File: src/hdl/tccw_pkg.sv
// shared types, codes and constants for the text console cursor writer
`timescale 1ns / 1ps

package tccw_pkg;

  // screen geometry defaults
  localparam int unsigned COLUMNS_DEF    = 80;
  localparam int unsigned ROWS_DEF       = 25;
  localparam int unsigned TAB_BLANKS_DEF = 4;

  // field widths
  localparam int unsigned ROW_W    = 5;
  localparam int unsigned COL_W    = 7;
  localparam int unsigned ADDR_W   = 11;
  localparam int unsigned VALUE_W  = 16;
  localparam int unsigned COLOR_W  = 8;
  localparam int unsigned CHAR_W   = 8;
  localparam int unsigned DIR_W    = 2;
  localparam int unsigned ACTION_W = 2;

  // full linear index before the 11-bit mask: row * columns + column, plus one for a delete
  localparam int unsigned LIN_W = ROW_W + COL_W + 1;

  // tab blank counter covers at most four blanks
  localparam int unsigned TAB_CNT_W = 2;

  // command queue depth between front and back, power of two
  localparam int unsigned QUEUE_DEPTH = 4;

  localparam logic [COLOR_W-1:0] COLOR_RESET = 8'h0F;

  // character codes
  localparam logic [CHAR_W-1:0] CH_BS    = 8'h08;
  localparam logic [CHAR_W-1:0] CH_TAB   = 8'h09;
  localparam logic [CHAR_W-1:0] CH_NL    = 8'h0A;
  localparam logic [CHAR_W-1:0] CH_DEL   = 8'h7F;
  localparam logic [CHAR_W-1:0] CH_BLANK = 8'h20;

  // navigation directions
  localparam logic [DIR_W-1:0] DIR_UP    = 2'd0;
  localparam logic [DIR_W-1:0] DIR_DOWN  = 2'd1;
  localparam logic [DIR_W-1:0] DIR_LEFT  = 2'd2;
  localparam logic [DIR_W-1:0] DIR_RIGHT = 2'd3;

  // result kinds
  typedef enum logic [ACTION_W-1:0] {
    ACT_REPORT = 2'd0,
    ACT_WRITE  = 2'd1,
    ACT_CLEAR  = 2'd2
  } act_e;

  // decoded command kinds
  typedef enum logic [2:0] {
    K_MOVE  = 3'd0,
    K_NL    = 3'd1,
    K_BS    = 3'd2,
    K_TAB   = 3'd3,
    K_DEL   = 3'd4,
    K_PRINT = 3'd5
  } kind_e;

  typedef struct packed {
    kind_e             kind;
    logic [CHAR_W-1:0] ch;
    logic [DIR_W-1:0]  dir;
  } cmd_t;

  typedef struct packed {
    act_e               action;
    logic [ADDR_W-1:0]  addr;
    logic [VALUE_W-1:0] value;
    logic [ROW_W-1:0]   row;
    logic [COL_W-1:0]   col;
    logic               last;
  } result_t;

endpackage

File: src/hdl/tccw_front.sv
// front stage: accepts input words and decodes them into commands
`timescale 1ns / 1ps

module tccw_front import tccw_pkg::*; (
  input  logic              clk_i,
  input  logic              rst_ni,
  input  logic              in_valid_i,
  output logic              in_ready_o,
  input  logic              mode_i,
  input  logic [CHAR_W-1:0] character_i,
  input  logic [DIR_W-1:0]  direction_i,
  output logic              cmd_valid_o,
  input  logic              cmd_ready_i,
  output cmd_t              cmd_o
);

  logic valid_q;
  cmd_t cmd_q;
  cmd_t cmd_d;

  // classify the incoming word
  always_comb begin
    cmd_d.ch  = character_i;
    cmd_d.dir = direction_i;
    if (mode_i) begin
      cmd_d.kind = K_MOVE;
    end else begin
      unique case (character_i)
        CH_NL:   cmd_d.kind = K_NL;
        CH_BS:   cmd_d.kind = K_BS;
        CH_TAB:  cmd_d.kind = K_TAB;
        CH_DEL:  cmd_d.kind = K_DEL;
        default: cmd_d.kind = K_PRINT;
      endcase
    end
  end

  assign in_ready_o  = !valid_q || cmd_ready_i;
  assign cmd_valid_o = valid_q;
  assign cmd_o       = cmd_q;

  // holding register toward the queue
  always_ff @(posedge clk_i or negedge rst_ni) begin
    if (!rst_ni) begin
      valid_q <= 1'b0;
    end else if (in_ready_o) begin
      valid_q <= in_valid_i;
    end
  end

  always_ff @(posedge clk_i) begin
    if (in_valid_i && in_ready_o) begin
      cmd_q <= cmd_d;
    end
  end

endmodule

File: src/hdl/tccw_fifo.sv
// small command queue between the front and back stages
`timescale 1ns / 1ps

module tccw_fifo import tccw_pkg::*; #(
  parameter int unsigned DEPTH = QUEUE_DEPTH
) (
  input  logic clk_i,
  input  logic rst_ni,
  input  logic push_valid_i,
  output logic push_ready_o,
  input  cmd_t push_i,
  output logic pop_valid_o,
  input  logic pop_ready_i,
  output cmd_t pop_o
);

  localparam int unsigned PTR_W = (DEPTH > 1) ? $clog2(DEPTH) : 1;
  localparam int unsigned CNT_W = PTR_W + 1;

  cmd_t             mem_q [DEPTH];
  logic [PTR_W-1:0] wr_ptr_q;
  logic [PTR_W-1:0] rd_ptr_q;
  logic [CNT_W-1:0] count_q;
  logic             push;
  logic             pop;

  assign push_ready_o = count_q != CNT_W'(DEPTH);
  assign pop_valid_o  = count_q != '0;
  assign push         = push_valid_i && push_ready_o;
  assign pop          = pop_valid_o && pop_ready_i;
  assign pop_o        = mem_q[rd_ptr_q];

  // pointers and fill count
  always_ff @(posedge clk_i or negedge rst_ni) begin
    if (!rst_ni) begin
      wr_ptr_q <= '0;
      rd_ptr_q <= '0;
      count_q  <= '0;
    end else begin
      if (push) begin
        wr_ptr_q <= (wr_ptr_q == PTR_W'(DEPTH - 1)) ? '0 : wr_ptr_q + 1'b1;
      end
      if (pop) begin
        rd_ptr_q <= (rd_ptr_q == PTR_W'(DEPTH - 1)) ? '0 : rd_ptr_q + 1'b1;
      end
      if (push && !pop) begin
        count_q <= count_q + 1'b1;
      end else if (pop && !push) begin
        count_q <= count_q - 1'b1;
      end
    end
  end

  // storage
  always_ff @(posedge clk_i) begin
    if (push) begin
      mem_q[wr_ptr_q] <= push_i;
    end
  end

endmodule

File: src/hdl/tccw_back.sv
// back stage: cursor state and result sequencer, one result word per cycle unless the output stalls
`timescale 1ns / 1ps

module tccw_back import tccw_pkg::*; #(
  parameter int unsigned COLUMNS    = COLUMNS_DEF,
  parameter int unsigned ROWS       = ROWS_DEF,
  parameter int unsigned TAB_BLANKS = TAB_BLANKS_DEF
) (
  input  logic               clk_i,
  input  logic               rst_ni,
  input  logic               cmd_valid_i,
  output logic               cmd_ready_o,
  input  cmd_t               cmd_i,
  input  logic [COLOR_W-1:0] color_i,
  output logic               res_valid_o,
  input  logic               res_ready_i,
  output result_t            res_o
);

  // sequencer phases
  localparam logic [1:0] PH_BODY   = 2'd0;
  localparam logic [1:0] PH_CLEAR  = 2'd1;
  localparam logic [1:0] PH_REPORT = 2'd2;

  logic                 busy_q;
  cmd_t                 cmd_q;
  logic [1:0]           phase_q, phase_d;
  logic [TAB_CNT_W-1:0] tab_q, tab_d;
  logic [ROW_W-1:0]     row_q, row_d;
  logic [COL_W-1:0]     col_q, col_d;
  logic                 out_valid_q;
  result_t              out_q;
  result_t              res_d;

  logic                 step;
  logic                 done;
  logic                 add_one;
  logic [COL_W:0]       col_inc;
  logic [ROW_W:0]       row_inc;
  logic                 col_wrap;
  logic                 adv_over;
  logic [ROW_W-1:0]     adv_row;
  logic [COL_W-1:0]     adv_col;
  logic [ROW_W-1:0]     a_row;
  logic [COL_W-1:0]     a_col;
  logic [LIN_W-1:0]     lin;

  assign step        = busy_q && (!out_valid_q || res_ready_i);
  assign cmd_ready_o = !busy_q || (step && done);
  assign res_valid_o = out_valid_q;
  assign res_o       = out_q;

  // one-column advance with wrap and overflow detection
  assign col_inc  = {1'b0, col_q} + 1'b1;
  assign row_inc  = {1'b0, row_q} + 1'b1;
  assign col_wrap = col_inc >= (COL_W + 1)'(COLUMNS);
  assign adv_over = col_wrap && (row_inc >= (ROW_W + 1)'(ROWS));
  assign adv_row  = adv_over ? '0 : (col_wrap ? row_inc[ROW_W-1:0] : row_q);
  assign adv_col  = col_wrap ? '0 : col_inc[COL_W-1:0];

  // next cursor and result of this step
  always_comb begin
    row_d        = row_q;
    col_d        = col_q;
    phase_d      = phase_q;
    tab_d        = tab_q;
    done         = 1'b0;
    add_one      = 1'b0;
    res_d.action = ACT_REPORT;
    res_d.value  = '0;
    res_d.last   = 1'b0;
    unique case (phase_q)
      PH_BODY: begin
        unique case (cmd_q.kind)
          K_MOVE: begin
            unique case (cmd_q.dir)
              DIR_UP: begin
                if (row_q != '0) row_d = row_q - 1'b1;
              end
              DIR_DOWN: begin
                if (row_inc < (ROW_W + 1)'(ROWS)) row_d = row_inc[ROW_W-1:0];
              end
              DIR_LEFT: begin
                if (col_q != '0) col_d = col_q - 1'b1;
              end
              default: begin
                if (!col_wrap) col_d = col_inc[COL_W-1:0];
              end
            endcase
            res_d.last = 1'b1;
            done       = 1'b1;
          end
          K_NL: begin
            col_d = '0;
            if (row_inc >= (ROW_W + 1)'(ROWS)) begin
              row_d        = '0;
              res_d.action = ACT_CLEAR;
              res_d.value  = {color_i, CH_BLANK};
              phase_d      = PH_REPORT;
            end else begin
              row_d      = row_inc[ROW_W-1:0];
              res_d.last = 1'b1;
              done       = 1'b1;
            end
          end
          K_BS: begin
            if (col_q != '0) begin
              col_d        = col_q - 1'b1;
              res_d.action = ACT_WRITE;
              res_d.value  = {color_i, CH_BLANK};
              phase_d      = PH_REPORT;
            end else begin
              res_d.last = 1'b1;
              done       = 1'b1;
            end
          end
          K_TAB: begin
            row_d        = adv_row;
            col_d        = adv_col;
            res_d.action = ACT_WRITE;
            res_d.value  = {color_i, CH_BLANK};
            if (adv_over) begin
              phase_d = PH_CLEAR;
            end else if (tab_q == TAB_CNT_W'(TAB_BLANKS - 1)) begin
              phase_d = PH_REPORT;
            end else begin
              tab_d = tab_q + 1'b1;
            end
          end
          K_DEL: begin
            if (!col_wrap) begin
              add_one      = 1'b1;
              res_d.action = ACT_WRITE;
              res_d.value  = {color_i, CH_BLANK};
              phase_d      = PH_REPORT;
            end else begin
              res_d.last = 1'b1;
              done       = 1'b1;
            end
          end
          K_PRINT: begin
            row_d        = adv_row;
            col_d        = adv_col;
            res_d.action = ACT_WRITE;
            res_d.value  = {color_i, cmd_q.ch};
            phase_d      = adv_over ? PH_CLEAR : PH_REPORT;
          end
          default: begin
            res_d.last = 1'b1;
            done       = 1'b1;
          end
        endcase
      end
      PH_CLEAR: begin
        res_d.action = ACT_CLEAR;
        res_d.value  = {color_i, CH_BLANK};
        phase_d      = PH_REPORT;
      end
      default: begin
        res_d.last = 1'b1;
        done       = 1'b1;
      end
    endcase

    // cell index: writes use the cursor before the step, reports the one after
    a_row      = (res_d.action == ACT_WRITE) ? row_q : row_d;
    a_col      = (res_d.action == ACT_WRITE) ? col_q : col_d;
    lin        = LIN_W'(a_row) * LIN_W'(COLUMNS) + LIN_W'(a_col) + LIN_W'(add_one);
    res_d.addr = (res_d.action == ACT_CLEAR) ? '0 : lin[ADDR_W-1:0];
    res_d.row  = row_d;
    res_d.col  = col_d;
  end

  // control and cursor registers
  always_ff @(posedge clk_i or negedge rst_ni) begin
    if (!rst_ni) begin
      busy_q      <= 1'b0;
      phase_q     <= PH_BODY;
      tab_q       <= '0;
      row_q       <= '0;
      col_q       <= '0;
      out_valid_q <= 1'b0;
    end else begin
      if (step) begin
        row_q       <= row_d;
        col_q       <= col_d;
        out_valid_q <= 1'b1;
      end else if (res_ready_i) begin
        out_valid_q <= 1'b0;
      end
      // a new command restarts the sequence
      if (cmd_ready_o) begin
        busy_q  <= cmd_valid_i;
        phase_q <= PH_BODY;
        tab_q   <= '0;
      end else if (step) begin
        phase_q <= phase_d;
        tab_q   <= tab_d;
      end
    end
  end

  // command and output word registers
  always_ff @(posedge clk_i) begin
    if (cmd_ready_o && cmd_valid_i) begin
      cmd_q <= cmd_i;
    end
    if (step) begin
      out_q <= res_d;
    end
  end

endmodule

File: src/hdl/text_console_cursor_writer.sv
// top level of the text console cursor writer
//
//   channel   | direction | contents
//   s_axis    | in        | tdata: character[7:0], direction[9:8]; tuser: mode
//   m_axis    | out       | tdata: address, value, row, column; tuser: action; tlast
//   text_color| in        | write enable and attribute byte
//
// one result word per cycle from the back sequencer unless the output stalls or no command
// waits; an input word yields one to six results (tab with overflow is the longest)
// the front register and a four-word command queue let input words keep arriving
// while the back stage works or the output stalls
// reset clears cursor to home, color to 0x0f and empties the queue; no clearing pass
`timescale 1ns / 1ps

module text_console_cursor_writer import tccw_pkg::*; #(
  parameter int unsigned COLUMNS    = COLUMNS_DEF,
  parameter int unsigned ROWS       = ROWS_DEF,
  parameter int unsigned TAB_BLANKS = TAB_BLANKS_DEF
) (
  input  logic               clk_i,
  input  logic               rst_ni,
  input  logic               s_axis_tvalid,
  output logic               s_axis_tready,
  input  logic [15:0]        s_axis_tdata,   // character[7:0], direction[9:8], zeros
  input  logic [0:0]         s_axis_tuser,   // mode[0]
  output logic               m_axis_tvalid,
  input  logic               m_axis_tready,
  output logic [39:0]        m_axis_tdata,   // cell_address[10:0], cell_value[26:11],
                                             // row[31:27], column[38:32], zero[39]
  output logic [1:0]         m_axis_tuser,   // action[1:0]
  output logic               m_axis_tlast,
  input  logic               text_color_we_i,
  input  logic [COLOR_W-1:0] text_color_i
);

  logic [COLOR_W-1:0] color_q;
  logic               f_valid;
  logic               f_ready;
  cmd_t               f_cmd;
  logic               q_valid;
  logic               q_ready;
  cmd_t               q_cmd;
  result_t            res;

  // attribute register
  always_ff @(posedge clk_i or negedge rst_ni) begin
    if (!rst_ni) begin
      color_q <= COLOR_RESET;
    end else if (text_color_we_i) begin
      color_q <= text_color_i;
    end
  end

  tccw_front u_front (
    .clk_i       (clk_i),
    .rst_ni      (rst_ni),
    .in_valid_i  (s_axis_tvalid),
    .in_ready_o  (s_axis_tready),
    .mode_i      (s_axis_tuser[0]),
    .character_i (s_axis_tdata[7:0]),
    .direction_i (s_axis_tdata[9:8]),
    .cmd_valid_o (f_valid),
    .cmd_ready_i (f_ready),
    .cmd_o       (f_cmd)
  );

  tccw_fifo #(
    .DEPTH (QUEUE_DEPTH)
  ) u_fifo (
    .clk_i        (clk_i),
    .rst_ni       (rst_ni),
    .push_valid_i (f_valid),
    .push_ready_o (f_ready),
    .push_i       (f_cmd),
    .pop_valid_o  (q_valid),
    .pop_ready_i  (q_ready),
    .pop_o        (q_cmd)
  );

  tccw_back #(
    .COLUMNS    (COLUMNS),
    .ROWS       (ROWS),
    .TAB_BLANKS (TAB_BLANKS)
  ) u_back (
    .clk_i       (clk_i),
    .rst_ni      (rst_ni),
    .cmd_valid_i (q_valid),
    .cmd_ready_o (q_ready),
    .cmd_i       (q_cmd),
    .color_i     (color_q),
    .res_valid_o (m_axis_tvalid),
    .res_ready_i (m_axis_tready),
    .res_o       (res)
  );

  // output word packing
  assign m_axis_tdata = {1'b0, res.col, res.row, res.value, res.addr};
  assign m_axis_tuser = res.action;
  assign m_axis_tlast = res.last;

  // only the cursor report closes an item
  a_last_is_report: assert property (@(posedge clk_i) disable iff (!rst_ni)
    m_axis_tvalid |-> (m_axis_tlast == (res.action == ACT_REPORT)))
    else $error("tlast does not match cursor report");

  // cursor stays on screen
  a_cursor_on_screen: assert property (@(posedge clk_i) disable iff (!rst_ni)
    m_axis_tvalid |-> ((32'(res.row) < ROWS) && (32'(res.col) < COLUMNS)))
    else $error("cursor left the screen");

  // a clear homes the cursor and targets cell zero
  a_clear_homes: assert property (@(posedge clk_i) disable iff (!rst_ni)
    (m_axis_tvalid && (res.action == ACT_CLEAR)) |->
      ((res.addr == '0) && (res.row == '0) && (res.col == '0)))
    else $error("clear result without home cursor");

  // a clear is always followed by the closing report
  a_clear_then_report: assert property (@(posedge clk_i) disable iff (!rst_ni)
    (m_axis_tvalid && m_axis_tready && (res.action == ACT_CLEAR)) |=>
      (!m_axis_tvalid || (res.action == ACT_REPORT)))
    else $error("clear not followed by report");

endmodule
File: config.mk
export PLATFORM = sky130hd
export DESIGN_NAME = text_console_cursor_writer
export DESIGN_NICKNAME = d
export VERILOG_FILES = /design/src/hdl/tccw_pkg.sv /design/src/hdl/tccw_front.sv /design/src/hdl/tccw_fifo.sv /design/src/hdl/tccw_back.sv /design/src/hdl/text_console_cursor_writer.sv
export SDC_FILE = /design/constraint.sdc
export NUM_CORES = 1
export LEC_CHECK = 0
export ABC_AREA = 1
export BUFFER_PORTS_ARGS = -buffer_cell sky130_fd_sc_hd__buf_2
export CAP_MARGIN = 10
export CELL_PAD_IN_SITES_DETAIL_PLACEMENT = 1
export CELL_PAD_IN_SITES_GLOBAL_PLACEMENT = 2
export CORE_UTILIZATION = 30
export CTS_CLUSTER_SIZE = 40
export DETAILED_ROUTE_END_ITERATION = 10
export GPL_ROUTABILITY_DRIVEN = 0
export HOLD_SLACK_MARGIN = 0.15
export MAX_ROUTING_LAYER = met4
export PLACE_DENSITY_LB_ADDON = 0.1
export RECOVER_POWER = 25
export SLEW_MARGIN = 20
export SYNTH_ARGS = -nofsm -noshare
export SYNTH_HDL_FRONTEND = slang
export SYNTH_SLANG_ARGS = --single-unit
export TNS_END_PERCENT = 100
File: constraint.sdc
create_clock -name clk_i -period 5.25 [get_ports clk_i]
set_input_delay 0.525 -clock clk_i [delete_from_list [all_inputs] [get_ports clk_i]]
set_output_delay 0.525 -clock clk_i [all_outputs]
set_load 0.02 [all_outputs]
# --- After elaboration in Yosys (flattened, before gate mapping) ---
# Memory sizes are Yosys's and may differ from the RTL's. A register that Yosys moved wholly into a read port is not among the register bits.
# Cells that the tools add are included.
word_totals:
  inputBits: 30
  memories: 1
  ramBits: 52
  out_inout_bits: 45
  reg_bits: 89
classes:
  n_lt_le_gt_ge: 3
  n_mul: 1
  reduce_logical: 32
  eq_ne: 25
  n_addsub: 11
  muxes: 59
mem_list:
  columns: ["memory", "depth", "width", "read_ports", "rd_ports_with_merged_regs", "write_ports", "line", "text"]
  rows:
  - ["u_fifo.mem_q", 4, 13, 1, 1, 1, "tccw_fifo.sv:20", "cmd_t mem_q [DEPTH];"]
op_table:
  columns: ["cell", "n"]
  rows:
  - ["$pmux 16 s5", 1]
  - ["$mux 16", 3]
  - ["$mux 5", 7]
  - ["$mux 7", 5]
  - ["$mux 2", 17]
  - ["$pmux 16 s2", 1]
  - ["$pmux 7 s4", 1]
  - ["$eq 8x4->1 const B", 3]
  - ["$pmux 5 s3", 1]
  - ["$pmux 7 s2", 1]
  - ["$mux 1", 12]
  - ["$pmux 3 s4", 1]
  - ["$add 11x1->11", 1]
  - ["$add 11x7->11", 1]
  - ["$eq 2x2->1 const B", 5]
  - ["$pmux 2 s5", 1]
  - ["$pmux 5 s2", 1]
  - ["$reduce_bool 2->1", 5]
  - ["$add 7x1->8 const B", 1]
  - ["$eq 8x7->1 const B", 1]
  - ["$ge 8x7->1 const B", 1]
  - ["$logic_and 1x1->1", 8]
  - ["$ne 4x2->1 const B", 2]
  - ["$pmux 2 s2", 2]
  - ["32 further kinds", 49]

# --- Longest topological paths before layout ---
# Gate-level depths: netlist of the first run.
logic_depth:
  ltp_word: 11
  mapped_depth: 25
  mapped_depth_nobuf: 25

# --- Modules after synthesis ---
# A second synthesis of the first run with hierarchy kept.
unflattened:
  hier_cells: 864
  area_unflattened_um2: 8257.9
by_module_without_submodules:
  columns: ["module", "area_each_um2", "cells_each", "instances"]
  rows:
  - ["tccw_back", 4794.6, 577, 1]
  - ["tccw_fifo", 2606.2, 210, 1]
  - ["tccw_front", 535.5, 41, 1]
  - ["text_console_cursor_writer", 321.6, 36, 1]

# --- Least setup slack after synthesis of the first run ---
# Ideal clock, no wire load.
synth_timing:
  kind: "register -> register"
  startpoint: "register u_back.row_q[0]"
  endpoint: "register u_back.out_q (netlist bit u_back.res_o[39]), data pin"
  required_time_ns: 4.995
  setup_time_ns: 0.255
  stages_incl_launch_ff: 22
  path_slack_ns: 1.751
  arrival_ns: 3.245
  path_cell_list: "dfrtp_1 buf_4 inv_1 ha_1 inv_1 nor2_1 nand3_1 xor2_1 a221o_1 nand3_1 o21ai_0 o21ai_0 ha_1 ha_1 inv_1 nor2_1 nor2_1 inv_1 nand2_1 nand2_1 a21oi_1 nor2_1"
synth_via:
  elab_chain_cells: 10
  word_cells_on_any_way: 24
  classes_between: "add/sub: 4; mul: 1; order compare: 2; eq/ne: 2; mux: 13; reduce/logical: 2"
synth_rtl:
  columns: ["element", "line", "text"]
  rows:
  - ["from (decl)", "tccw_back.sv:29", "logic [ROW_W-1:0] row_q, row_d;"]
  - ["from (signal assigned)", "tccw_back.sv:185", "row_q <= row_d;"]
  - ["$add 5x1->6", "tccw_back.sv:55", "assign row_inc = {1'b0, row_q} + 1'b1;"]
  - ["$ge 6x5->1 / $lt 6x5->1 (equally long branches)", "tccw_back.sv:57, tccw_back.sv:95, tccw_back.sv:81", null]
  - ["$mux 2 (tied with other cells)", "tccw_back.sv:95", "if (row_inc >= (ROW_W + 1)'(ROWS)) begin"]
  - ["$pmux 2 s4 (tied with other cells)", "tccw_back.sv:74", "unique case (cmd_q.kind)"]
  - ["$pmux 2 s2 / $pmux 5 s3 (equally long branches)", "tccw_back.sv:72, tccw_back.sv:74", null]
  - ["$eq 2x1->1 / $mux 5 (equally long branches)", "tccw_back.sv:166, tccw_back.sv:167, tccw_back.sv:72", null]
  - ["$mux 5", "tccw_back.sv:166", "a_row = (res_d.action == ACT_WRITE) ? row_q : row_d;"]
  - ["$mul 5x3->7", "tccw_back.sv:168", "lin = LIN_W'(a_row) * LIN_W'(COLUMNS) + LIN_W'(a_col) + LIN_W'(add_one);"]
  - ["$add 11x7->11", "tccw_back.sv:168", null]
  - ["$add 11x1->11", "tccw_back.sv:168", null]
  - ["to (signal assigned)", "tccw_back.sv:209", "out_q <= res_d;"]
  - ["to (decl)", "tccw_back.sv:32", "result_t out_q;"]
# Parallel ways exist; a longest one is shown, timed or not.
# A chain may end at the register's enable or synchronous reset.

==> flow_summary.ini, run 1 <==
[run_status]
outcome = finished, violations left
violations = max-capacitance violations, max-slew violations

[grt]
antenna_found_initial = 0
overflow = 0
grt_usage = 0.170
grt_max_degree = 41
grt_pass1_wl_um = 33500
grt_pass1_vias = 6094

[finish]
nets = 925
drive_gt1_frac = 0.174
final_cell_mix = 136 x nand2_1, 120 x edfxtp_1, 93 x nor2_1, 89 x inv_1, 76 x o21ai_0
fillCellCount = 2876
register_area_um2 = 4460
multiInputGateArea_um2 = 2890
syn_to_final_growth_pct = 15.8
fin_cells = 1211
antenna_cells = 0
final_common_cell = nand2_1

[logic_synthesis]
synth_top_area_cell = edfxtp_1
yosys_warnings = 0
synthAdderAreaFrac = 0.0449
synth-seq-cells = 154
synth_nets = 855
yosysSeqAreaShare = 0.567
synthArstFlopShare = 0.221
synth_edf_count = 120
synth_area_leaders = edfxtp_1 46%, dfrtp_1 9.5%, nand2_1 6.5%
synth_xor_area_frac = 0.0143
synth_top_flop_cell = edfxtp_1
synth.distinct_cells = 58
synth.cell_area_um2 = 7870
synth_compound_area_frac = 0.121
synthMuxAreaShare = 0.00143
avgSynthCellArea_um2 = 9.86
synth_top_area_share = 0.458
yosys.area_share.simple = 0.184
synth_top_family_by_area = simple AND/OR/NAND/NOR gates
syn_inst = 798

[run]
maxCapViolations = 1

[sta]
clock-skew-final_ps = 13.1
rsz0062_at_grt = false
max_freq_mhz = 233
fin_crit_ps = 4280
whs_ps = 265
maxSlewViolCount = 35
max-slew-margin-rel = -0.437
period_share = 0.816
final_hold_viol_count = 0
setup_tns_ps = 0
setup_viol = 0
worstMarginPinSlew_ps = 2160
layout_setup_ws_ps = 966

[setup_path]
setup.worst_path.start = u_back.col_q[1]
cp-end-kind = flop
cp_max_fo = 11
critPathRequiredTime_ps = 5430
arrival_ps = 4470
cp-start-kind = flop
rr_endpoint = u_back.res_o[39]
worstRegToRegCells = 23
rr_startpoint = u_back.col_q[1]
path_class = flop to flop
rrSetupSlack_ps = 970

[drt]
vias_per_cell = 4.85
drtPass1Iterations = 4
vias = 5872
wirelength_um = 21100
detail_route.iter0.violations = 251
ant_nets = 0
wire_per_inst_um = 17.4
drcViolationCount = 0

[clock_tree]
insertion_delay_ps = 430
post_cts_buffers = 0
cts_buffers = 17
htreeDepth = 4
cts-root-buf = clkbuf_16
cts_hold_buffers = 0
clockBufferDepth = 2
clkSinkCount = 154
cts_tree = yes
cts_resized = 0
clk_pin_slew_worst_paths_ps = 70

[placement]
dp.cells = 1179
io_buffers = 67
hpwl_um = 15300
dp_slack_ps = 963

[floorplanning]
rows = 58
boundaryPins = 75
die_w_um = 164
core_um2 = 25500
dieArea_um2 = 26900
die_h_um = 164
floorplan.initialDensity = 0.309

[min_path]
hold-path-endpoint = u_front.cmd_o[1]
min_from = s_axis_tdata[9]
min_path_cells = 1
worstHoldPathType = input port to flop
state kept, by name, summed over array words and instances (netlist names), 3 cells and up:
| signal | cells |
|---|---|
| color_q | 8 |
| u_back.cmd_q | 13 |
| u_back.row_q | 5 |
| u_fifo.count_q | 3 |
| u_front.cmd_o | 13 |
| u_back.col_q | 7 |
| u_back.res_o | 42 |
| u_fifo.mem_q | 52 |
per-layer routing:
| metal | part of all wire | GRT usage | up-vias |
|---|---|---|---|
| met5 | 0 | - | - |
| met4 | 0.013 | 0.0518 | 0 |
| met3 | 0.027 | 0.0250 | 21 |
| met2 | 0.52 | 0.300 | 94 |
| met1 | 0.44 | 0.200 | 2894 |
| li1 | - | - | 2863 |
critical path, stage by stage, from the launching register on:
cell	delay, ps
dfrtp_1	540
ha_1	290
nand2_1	110
nor2_2	130
nand2_1	70
nand2_2	90
nand2_4	80
a21boi_4	400
nand2_4	130
o21ai_0	210
a21oi_1	60
a21oi_1	250
nand2_1	80
o21ai_0	150
ha_1	310
ha_1	300
inv_1	120
nor2_1	60
nor2_1	200
inv_1	60
nand2_1	80
nand2_1	100
a21oi_1	130
nor2_1	70
worst max-delay path by stage:
stage	endpoint	slack, ps	depth (start not counted)
3_3_place_gp	u_back.res_o[39]	950	22
5_1_grt	u_back.res_o[37]	490	22
6_report	u_back.res_o[39]	970	23
2_1_floorplan	u_back.res_o[39]	1750	21
3_5_place_dp	u_back.res_o[39]	960	22
4_1_cts	u_back.res_o[39]	930	22
through the flow:
step | cell area, um^2 | util
after floorplan | 7870 | -
after global placement | 8530 | 0.335
after detailed placement | 8530 | 0.335
after CTS | 9120 | 0.358
after global routing | 9110 | 0.358
final | 9110 | 0.358
cell families after synthesis:
kind of cell    Yosys count
mux                       1
compound gates          159
flops                   154
fa+ha+maj                27
simple gates            323
other cells               1
xor+xnor                 12
buf+inv                 121
cell usage after synthesis, drive strengths merged (4+ instances only):
cell type	count
nor3	4
xor2	10
dfrtp	30
o21ai	87
o211ai	4
inv	95
nand4	9
buf	11
edfxtp	120
ha	25
nor2	102
dfstp	4
nand3	44
clkbuf	13
nand2	154
o22ai	14
a21oi	30
o21a	5
final cells by class:
type                            instances  area share
Inverter                               97      0.0405
Clock buffer                           17      0.0467
Tap cell                              330      0.0453
Timing Repair Buffer                   75      0.0423
Sequential cell                       154       0.489
Clock inverter                         15      0.0187
Multi-Input combinational cell        523       0.317
Power of run 1 is not shown: default switching activity piles up to over one toggle a cycle in this logic, so the estimate is an artifact.
==> inputs of run 2 (changes only) <==
==> constraint.sdc (replaced) <==
create_clock -name clk_i -period 4.45 [get_ports clk_i]
set_input_delay 0.445 -clock clk_i [delete_from_list [all_inputs] [get_ports clk_i]]
set_output_delay 0.445 -clock clk_i [all_outputs]
set_load 0.02 [all_outputs]
==> run 2 against run 1 <==
Effect of this change:
- the flow still finishes with violations (max-capacitance violations, max-slew violations)
- die area unchanged
- fmax is 7.2% higher
- clock skew is 2.1 ps lower
- critical path type unchanged
- critical endpoint unchanged
- largest cell class unchanged
==> flow_summary.ini, run 2 (synthesized netlist as in run 1, its figures left out) <==
[run_status]
outcome = finished, violations left
violations = max-capacitance violations, max-slew violations

[drt]
drtPass1Iterations = 4
ant_nets = 0
detail_route.iter0.violations = 336
vias = 5894
drcViolationCount = 0
wire_per_inst_um = 17.2
wirelength_um = 21000
vias_per_cell = 4.82

[grt]
grt_usage = 0.172
grt_max_degree = 35
grt.met3_usage = 0.0258
busiest_layer = met2
grt_pass1_vias = 6293
grt_pass1_wl_um = 33800
overflow = 0
gr-usage-met2 = 0.297
grtUsageMet1 = 0.206
antenna_found_initial = 0

[sta]
period_share = 0.898
max_freq_mhz = 250
final_hold_viol_count = 0
max-slew-margin-rel = -0.461
clock-skew-final_ps = 11.0
fin_crit_ps = 3990
setup_tns_ps = 0
whs_ps = 188
rsz0062_at_grt = false
worstMarginPinSlew_ps = 2190
setup_viol = 0
maxSlewViolCount = 35

[floorplanning]
rows = 58
die_w_um = 164
boundaryPins = 75
dieArea_um2 = 26900
floorplan.initialDensity = 0.309
core_um2 = 25500
die_h_um = 164

[setup_path]
critPathMostFrequentCell = nand2_1
cpMaxStageDelayCell = dfrtp_2
cp-end-kind = flop
cp_slowest_stage_delay_ps = 430
critPathRequiredTime_ps = 4640
arrival_ps = 4180
cp-start-kind = flop
cp_max_fo = 7
crit_chain = ha_2 -> xor2_2 -> nand2_1 -> o21ai_4 -> a21oi_2 -> nand2_1 -> nand2_1 -> nand3_1 -> o2111ai_1 -> o21a_1 -> nand2_1 -> o21ai_0 -> ha_1 -> ha_1 -> inv_1 -> fa_1 -> xor2_1 -> nor2_1 -> nand3_1 -> nand2_1 -> nor2_1
path_class = flop to flop

[finish]
largest_reg_flops = 52
antenna_cells = 0
syn_to_final_growth_pct = 18.2
final_cell_mix = 136 x nand2_1, 120 x edfxtp_1, 93 x nor2_1, 89 x inv_1, 75 x o21ai_0
final_common_cell = nand2_1
regMostFlops = u_fifo.mem_q
nets = 938
drive_gt1_frac = 0.192

[clock_tree]
cts_hold_buffers = 0
clk_pin_slew_worst_paths_ps = 70
cts_buffers = 17
cts_tree = yes
cts-root-buf = clkbuf_16
insertion_delay_ps = 430
clkSinkCount = 154
clockBufferDepth = 2
htreeDepth = 4

[run]
maxCapViolations = 1

[placement]
hpwl_um = 15200
io_buffers = 67

[min_path]
worstHoldPathType = input port to flop
==> run 2: cell types whose count changed in the layout (fill, tap and decap cells not counted), sizes merged <==
| cell | change |
|---|---|
| bufinv | +5 |
| inv | -1 |
| clkinv | -4 |
| buf | +13 |
==> run 2: area by class of cell <==
cell class	count	area, um^2
fill	2909	16200
timing repair buffer	88	483
clock inverter	15	250
multi-input combinational	523	2900
inverter	97	369
tap	330	413
sequential	154	4460
clock buffer	17	425
==> run 2: what timing repair did <==
item,CTS,global route
resized for setup,0,7
setup buffers,0,0
endpoints found under the setup margin,0,3
==> run 2: worst max-delay path: cells and delay by family (launching register included) <==
family          cells  cell delay (ps)
compound gates      5              770
buf+inv             1               60
xor+xnor            2              440
flops               1              430
fa+ha+maj           4             1160
simple gates        9              900
==> run 2: through the flow <==
step | area, um^2 | utilization | worst slack, ps | instances
2_1_floorplan | 7870 | - | 951 | 798
3_3_place_gp | 8620 | 0.339 | 382 | 1192
3_5_place_dp | 8620 | 0.339 | 310 | 1192
4_1_cts | 9300 | 0.365 | 292 | 1224
5_1_grt | 9300 | 0.365 | 40.1 | 1224
6_report | 9300 | 0.365 | 455 | 1224
==> run 2: metal layers <==
| metal | vias to the layer above | wire length (um) |
|---|---|---|
| met5 | - | 0 |
| met2 | 88 | 10800 |
| li1 | 2900 | - |
| met4 | 0 | 288 |
| met1 | 2884 | 9540 |
| met3 | 22 | 434 |
==> run 2: path summary, 6_finish.rpt <==
kind                                  from          endpoint  slack (ps)  depth (start not counted)
max                        u_back.row_q[1]  u_back.res_o[39]         460                         21
min                        s_axis_tdata[9]  u_front.cmd_o[1]         190                          1
max reg2reg                u_back.row_q[1]  u_back.res_o[39]         460                         21
min reg2reg                     color_q[0]        color_q[0]         490                          2
max in group asynchronous           rst_ni   u_back.row_q[0]        2380                          1
min in group asynchronous           rst_ni   u_back.col_q[2]         650                          1
Power of run 2 is left out for the same reason.
